===== src/rtl/hsv2rgb_pkg.sv =====
// types and constants of the hsv to rgb converter pipeline
// depends on nothing; imported by every module of the block
package hsv2rgb_pkg;

  // one sector spans 60 degrees, levels are 8 bits
  localparam int unsigned SECTOR_DEG = 60;
  localparam int unsigned FULL_LEVEL = 255;
  localparam int unsigned DEN        = SECTOR_DEG * FULL_LEVEL;

  // start angle of each sector, indexed by hue / 60 (0..8 for a 9-bit hue)
  localparam logic [8:0] SECTOR_BASE [9] = '{
    9'd0, 9'd60, 9'd120, 9'd180, 9'd240, 9'd300, 9'd360, 9'd420, 9'd480
  };

  // reciprocal of 255: exact floor for products up to 255*255
  localparam logic [16:0]  RECIP_FULL       = 17'd65794;
  localparam int unsigned  RECIP_FULL_SHIFT = 24;
  // reciprocal of 15300: exact floor for products up to 255*15300
  localparam logic [22:0]  RECIP_DEN        = 23'd4491470;
  localparam int unsigned  RECIP_DEN_SHIFT  = 36;

  // colour wheel sectors
  typedef enum logic [2:0] {
    SEC_RED_YELLOW    = 3'd0,
    SEC_YELLOW_GREEN  = 3'd1,
    SEC_GREEN_CYAN    = 3'd2,
    SEC_CYAN_BLUE     = 3'd3,
    SEC_BLUE_MAGENTA  = 3'd4,
    SEC_MAGENTA_RED   = 3'd5
  } sector_t;

  // hue split into sector and remainder, with saturation and value
  typedef struct packed {
    sector_t    sector;
    logic [5:0] rem;
    logic [7:0] sat;
    logic [7:0] val;
  } hsv_split_t;

  // helper levels ready for channel selection
  typedef struct packed {
    sector_t    sector;
    logic [7:0] val;
    logic [7:0] p;
    logic [7:0] q;
    logic [7:0] t;
  } hsv_level_t;

endpackage


===== src/rtl/hsv_to_rgb_converter_unit.sv =====
// HSV to RGB converter: takes one colour per clock while the output is not
// held off (hue 0..359 degrees, 8-bit saturation and value) and gives 8-bit
// red, green and blue by the six-sector method with truncated integer levels.
// It is a five-stage pipeline (sector split, factor products, value products,
// reciprocal divides, channel select). The first stage loads at the edge that
// accepts a transaction; the result then moves through the later stage
// registers in order to the outputs. One transaction can be taken every cycle
// unless the output is held off, and then the whole pipeline freezes; in_ready
// follows out_ready combinationally while a result is waiting. Hues above 359
// wrap.
// depends on hsv2rgb_pkg, hsv2rgb_sector, hsv2rgb_level, hsv2rgb_mux
module hsv_to_rgb_converter_unit
  import hsv2rgb_pkg::*;
(
  input  logic       clk,
  input  logic       rst_n,
  input  logic       in_valid,
  output logic       in_ready,
  input  logic [8:0] in_hue,
  input  logic [7:0] in_saturation,
  input  logic [7:0] in_brightness,
  output logic       out_valid,
  input  logic       out_ready,
  output logic [7:0] out_red,
  output logic [7:0] out_green,
  output logic [7:0] out_blue
);

  logic [4:0] vld_r, vld_nxt;
  logic       en;
  hsv_split_t split_w;
  hsv_level_t level_w;

  // pipeline moves unless a finished result is held off
  assign en       = !vld_r[4] || out_ready;
  assign in_ready = en;
  assign vld_nxt  = {vld_r[3:0], in_valid};

  // valid bits travelling with the data
  always_ff @(posedge clk) begin
    if (!rst_n) begin
      vld_r <= '0;
    end else if (en) begin
      vld_r <= vld_nxt;
    end
  end

  assign out_valid = vld_r[4];

  hsv2rgb_sector u_sector (
    .clk     (clk),
    .en      (en),
    .hue     (in_hue),
    .sat     (in_saturation),
    .val     (in_brightness),
    .split_r (split_w)
  );

  hsv2rgb_level u_level (
    .clk     (clk),
    .en      (en),
    .split_i (split_w),
    .level_r (level_w)
  );

  hsv2rgb_mux u_mux (
    .clk     (clk),
    .en      (en),
    .level_i (level_w),
    .red_r   (out_red),
    .green_r (out_green),
    .blue_r  (out_blue)
  );

endmodule


===== src/rtl/hsv2rgb_sector.sv =====
// first pipeline stage: hue to sector and remainder within the sector
// depends on hsv2rgb_pkg
module hsv2rgb_sector
  import hsv2rgb_pkg::*;
(
  input  logic       clk,
  input  logic       en,
  input  logic [8:0] hue,
  input  logic [7:0] sat,
  input  logic [7:0] val,
  output hsv_split_t split_r
);

  hsv_split_t split_nxt;

  // parallel compares against sector starts, then subtract the start angle
  always_comb begin
    logic [3:0] quo;
    logic [8:0] diff;
    logic [3:0] wrapped;
    quo = 4'd0;
    for (int k = 1; k < 9; k++) begin
      quo = quo + {3'd0, (hue >= SECTOR_BASE[k])};
    end
    diff    = hue - SECTOR_BASE[quo];
    wrapped = (quo >= 4'd6) ? (quo - 4'd6) : quo;
    split_nxt.sector = sector_t'(wrapped[2:0]);
    split_nxt.rem    = diff[5:0];
    split_nxt.sat    = sat;
    split_nxt.val    = val;
  end

  // stage register
  always_ff @(posedge clk) begin
    if (en) begin
      split_r <= split_nxt;
    end
  end

endmodule


===== src/rtl/hsv2rgb_level.sv =====
// three pipeline stages computing the p, q and t levels
// depends on hsv2rgb_pkg
module hsv2rgb_level
  import hsv2rgb_pkg::*;
(
  input  logic       clk,
  input  logic       en,
  input  hsv_split_t split_i,
  output hsv_level_t level_r
);

  localparam logic [13:0] DEN_W = 14'(DEN);
  localparam logic [7:0]  FULL_W = 8'(FULL_LEVEL);
  localparam logic [5:0]  DEG_W = 6'(SECTOR_DEG);

  // stage a: numerator factors
  sector_t     sec_a_r, sec_b_r;
  logic [7:0]  val_a_r, val_b_r;
  logic [13:0] dq_a_r, dt_a_r, dq_a_nxt, dt_a_nxt;
  logic [7:0]  dp_a_r, dp_a_nxt;
  // stage b: full products
  logic [21:0] xq_b_r, xt_b_r, xq_b_nxt, xt_b_nxt;
  logic [15:0] xp_b_r, xp_b_nxt;
  // stage c: reciprocal products
  logic [44:0] rq_w, rt_w;
  logic [32:0] rp_w;
  hsv_level_t  level_nxt;

  // drop terms rem*s and (60-rem)*s never exceed 15300
  always_comb begin
    logic [5:0] kt;
    kt       = DEG_W - split_i.rem;
    dq_a_nxt = DEN_W - (14'(split_i.rem) * 14'(split_i.sat));
    dt_a_nxt = DEN_W - (14'(kt) * 14'(split_i.sat));
    dp_a_nxt = FULL_W - split_i.sat;
  end

  always_ff @(posedge clk) begin
    if (en) begin
      sec_a_r <= split_i.sector;
      val_a_r <= split_i.val;
      dq_a_r  <= dq_a_nxt;
      dt_a_r  <= dt_a_nxt;
      dp_a_r  <= dp_a_nxt;
    end
  end

  // value times each factor
  assign xq_b_nxt = 22'(val_a_r) * 22'(dq_a_r);
  assign xt_b_nxt = 22'(val_a_r) * 22'(dt_a_r);
  assign xp_b_nxt = 16'(val_a_r) * 16'(dp_a_r);

  always_ff @(posedge clk) begin
    if (en) begin
      sec_b_r <= sec_a_r;
      val_b_r <= val_a_r;
      xq_b_r  <= xq_b_nxt;
      xt_b_r  <= xt_b_nxt;
      xp_b_r  <= xp_b_nxt;
    end
  end

  // truncating divides by 15300 and 255 through reciprocals
  assign rq_w = 45'(xq_b_r) * 45'(RECIP_DEN);
  assign rt_w = 45'(xt_b_r) * 45'(RECIP_DEN);
  assign rp_w = 33'(xp_b_r) * 33'(RECIP_FULL);

  always_comb begin
    level_nxt.sector = sec_b_r;
    level_nxt.val    = val_b_r;
    level_nxt.q      = rq_w[RECIP_DEN_SHIFT +: 8];
    level_nxt.t      = rt_w[RECIP_DEN_SHIFT +: 8];
    level_nxt.p      = rp_w[RECIP_FULL_SHIFT +: 8];
  end

  always_ff @(posedge clk) begin
    if (en) begin
      level_r <= level_nxt;
    end
  end

endmodule


===== src/rtl/hsv2rgb_mux.sv =====
// last pipeline stage: routes value and levels to the channels by sector
// depends on hsv2rgb_pkg
module hsv2rgb_mux
  import hsv2rgb_pkg::*;
(
  input  logic       clk,
  input  logic       en,
  input  hsv_level_t level_i,
  output logic [7:0] red_r,
  output logic [7:0] green_r,
  output logic [7:0] blue_r
);

  logic [7:0] red_nxt, green_nxt, blue_nxt;

  // six-sector channel assignment
  always_comb begin
    unique case (level_i.sector)
      SEC_RED_YELLOW: begin
        red_nxt = level_i.val; green_nxt = level_i.t;   blue_nxt = level_i.p;
      end
      SEC_YELLOW_GREEN: begin
        red_nxt = level_i.q;   green_nxt = level_i.val; blue_nxt = level_i.p;
      end
      SEC_GREEN_CYAN: begin
        red_nxt = level_i.p;   green_nxt = level_i.val; blue_nxt = level_i.t;
      end
      SEC_CYAN_BLUE: begin
        red_nxt = level_i.p;   green_nxt = level_i.q;   blue_nxt = level_i.val;
      end
      SEC_BLUE_MAGENTA: begin
        red_nxt = level_i.t;   green_nxt = level_i.p;   blue_nxt = level_i.val;
      end
      default: begin
        red_nxt = level_i.val; green_nxt = level_i.p;   blue_nxt = level_i.q;
      end
    endcase
  end

  // output register
  always_ff @(posedge clk) begin
    if (en) begin
      red_r   <= red_nxt;
      green_r <= green_nxt;
      blue_r  <= blue_nxt;
    end
  end

endmodule


===== config.mk =====
export PLATFORM = sky130hd
export DESIGN_NAME = hsv_to_rgb_converter_unit
export DESIGN_NICKNAME = d
export VERILOG_FILES = /design/src/rtl/hsv2rgb_pkg.sv /design/src/rtl/hsv_to_rgb_converter_unit.sv /design/src/rtl/hsv2rgb_sector.sv /design/src/rtl/hsv2rgb_level.sv /design/src/rtl/hsv2rgb_mux.sv
export SDC_FILE = /design/constraint.sdc
export NUM_CORES = 2
export LEC_CHECK = 0
export ABC_AREA = 1
export BUFFER_PORTS_ARGS = -buffer_cell sky130_fd_sc_hd__buf_4
export CELL_PAD_IN_SITES_DETAIL_PLACEMENT = 0
export CELL_PAD_IN_SITES_GLOBAL_PLACEMENT = 1
export CORE_ASPECT_RATIO = 1.4
export CORE_MARGIN = 2
export CORE_UTILIZATION = 37
export CTS_BUF_LIST = sky130_fd_sc_hd__clkbuf_4
export DETAILED_ROUTE_END_ITERATION = 7
export PLACE_DENSITY_LB_ADDON = 0.1
export REMOVE_ABC_BUFFERS = 1
export SLEW_MARGIN = 30
export SYNTH_ARGS = -nofsm -noshare
export SYNTH_HDL_FRONTEND = slang
export SYNTH_HIERARCHICAL = 1
export SYNTH_SLANG_ARGS = --single-unit

===== constraint.sdc =====
create_clock -name clk -period 19.7 [get_ports clk]
set_input_delay 4.925 -clock clk [delete_from_list [all_inputs] [get_ports clk]]
set_output_delay 4.925 -clock clk [all_outputs]
set_load 0.02 [all_outputs]

==> impl_metrics.yaml <==
clocking:
  clk_path_buf_depth: 3
  cts-buffers-inserted: 56
  cts_max_level: 2
  cts_tree: "built"
  cts.clk_slew.worst_paths_ns: 0.07
  cts_resized: 0
  cts.hold.buffers_added: 0
  clock_latency_ns: 0.86
  postCtsSetupBuffers: 0
  cts_root_buf: "clkbuf_4"
  numClockSinks: 205
sta:
  fin_crit_ns: 10.90
  tightest_slew_ns: 0.9164
  finalCritPeriodShare: 0.5535
  max_slew_margin: 0.3890
  finalSetupViolCount: 0
  final_hold_viol_count: 0
  finalSetupTns_ns: 0
  fin_worst_skew_ns: 0.09577
  max_freq_mhz: 91.71
  rsz0062_at_grt: "false"
  report.final.slew_viol_count: 0
finish:
  mostFrequentLayoutCell: "inv_1"
  fin_nets: 5527
  layout-drive-gt1-share: 0.04511
  syn_to_final_growth_pct: 6.861
  most-common-layout-cells: "inv_1 (1,075), nand2_1 (910), ha_1 (672)"
  finalNonFillerCells: 5724
  fillers: 10240
synth:
  netlist_instances: 4333
  synth_edf_count: 200
  synth_area_sq_um: 36420
  ys_types: 53
  yosys_warnings: 6
  seq_area_frac_synth: 0.1677
  ys.flop_type: "edfxtp_1"
  async_flop_share: 0
  synth-seq-cells: 205
  syn_avg_cell_area_sq_um: 8.405
drt:
  vias: 26530
  antenna_left: 0
  drc: 0
  drt-initial-drc-count: 799
  post_drt_wl_per_cell_um: 16.00
  avgViaCountPerCell: 4.635
  wl_um: 91600
  first_pass_iters: 5
global_route:
  grt_usage: 0.1878
  grt_pass1_wl_um: 151200
  grt_pass1_vias: 28700
  grt_max_degree: 148
  antenna_found_initial: 2
  grt_overflow: 0
place:
  io_buffers: 54
  place_inst: 5620
  gp_congestion: 0.8365
  dp_hpwl_um: 79360
status:
  outcome: "finished, final reports clean"
floorplan:
  start_util: 0.3722
  die_w_um: 269.2
  row_count: 136
  die_h_um: 375.2
  fp.coreArea_sq_um: 97840
  pin_count: 55
  dieArea_sq_um: 101000
setup_path:
  start_kind: "input port"
  critical_path_required_ns: 14.78
  crit_fanout: 56
  path_class: "in -> out"
  critPathArrivalTime_ns: 5.98
  endpoint_kind: "output port"
worst_hold_path:
  min_path_type: "reg -> reg"
job:
  drv_cap: 0
## worst max-delay path, stage by stage
cell and delay [ns]:
buf_4 0.11, inv_1 0.15, nand2_4 0.43, buf_4 0.36
## area by class of cell
cell class,count,area (sq um),area share
Multi-Input combinational cell,2955,25880,0.6650
Sequential cell,205,6106,0.1569
Inverter,1084,4069,0.1046
Tap cell,1311,1640,0.04215
Clock buffer,74,555.5,0.01428
Timing Repair Buffer,65,500.5,0.01286
Clock inverter,28,161.4,0.004148
Antenna cell,2,5.005,0.0001286
## logic make-up after synthesis
family	count (synthesis)	synth area share
flops	205	0.1677
compound gates	322	0.04875
buf+inv	1173	0.1219
simple gates	1429	0.1607
xor+xnor	73	0.01776
fa+ha+maj	1131	0.4832
## flip-flops by register name, summed over array words and instances (netlist names), 13 cells and up
name and cells:
u_level/level_r 35, u_level/xq_b_r 22, u_level/dt_a_r 13, u_level/dq_a_r 14, u_sector/split_r 25, u_level/xt_b_r 21
u_level/xp_b_r 16
## final timing paths
kind / startpoint / end / slack [ns] / cells after the start
worst max register to register: u_level/xq_b_r[15] / u_level/level_r[15] / 13.79 / 21
worst min-delay path: u_level/val_b_r[7] / u_level/level_r[31] / 0.40 / 0
worst min register to register: u_level/val_b_r[7] / u_level/level_r[31] / 0.40 / 0
worst max-delay path: out_ready / in_ready / 8.80 / 4
## Yosys cell counts (21+ instances only)
master / number / share of area
nand3_1: 136 / 0.019
nand2_1: 911 / 0.094
a21oi_1: 167 / 0.023
nor3_1: 21 / 0.0029
edfxtp_1: 200 / 0.16
nor2_1: 274 / 0.028
nand4_1: 40 / 0.0069
fa_1: 459 / 0.25
clkbuf_1: 67 / 0.0069
xnor2_1: 29 / 0.0070
o21ai_0: 82 / 0.011
ha_1: 672 / 0.23
xor2_1: 43 / 0.010
inv_1: 1075 / 0.11
## metal layers
metal  up-vias  track usage  routed length, um  part of all wire
met4         0      0.04754               2096             0.023
met3        95      0.01539               1480             0.016
met5         -            0                  0                 0
met1     12710       0.2210              38770              0.42
li1      13490            -                  -                 -
met2       237       0.3634              49260              0.54
## stage by stage
step / hold WS (ns) / setup slack (ns) / utilization / cell area, sq um
global placement: 0.4019 / 8.748 / 0.3904 / 38190
detailed placement: 0.4062 / 8.728 / 0.3904 / 38190
global route: 0.4222 / 8.643 / 0.3977 / 38920
finish: 0.3972 / 8.796 / 0.3977 / 38920
CTS: 0.4008 / 8.728 / 0.3977 / 38910
floorplan: 0.4003 / 5.350 / - / 36050
Power is not shown: default switching activity piles up to over one toggle a cycle in this logic, so the estimate is an artifact.
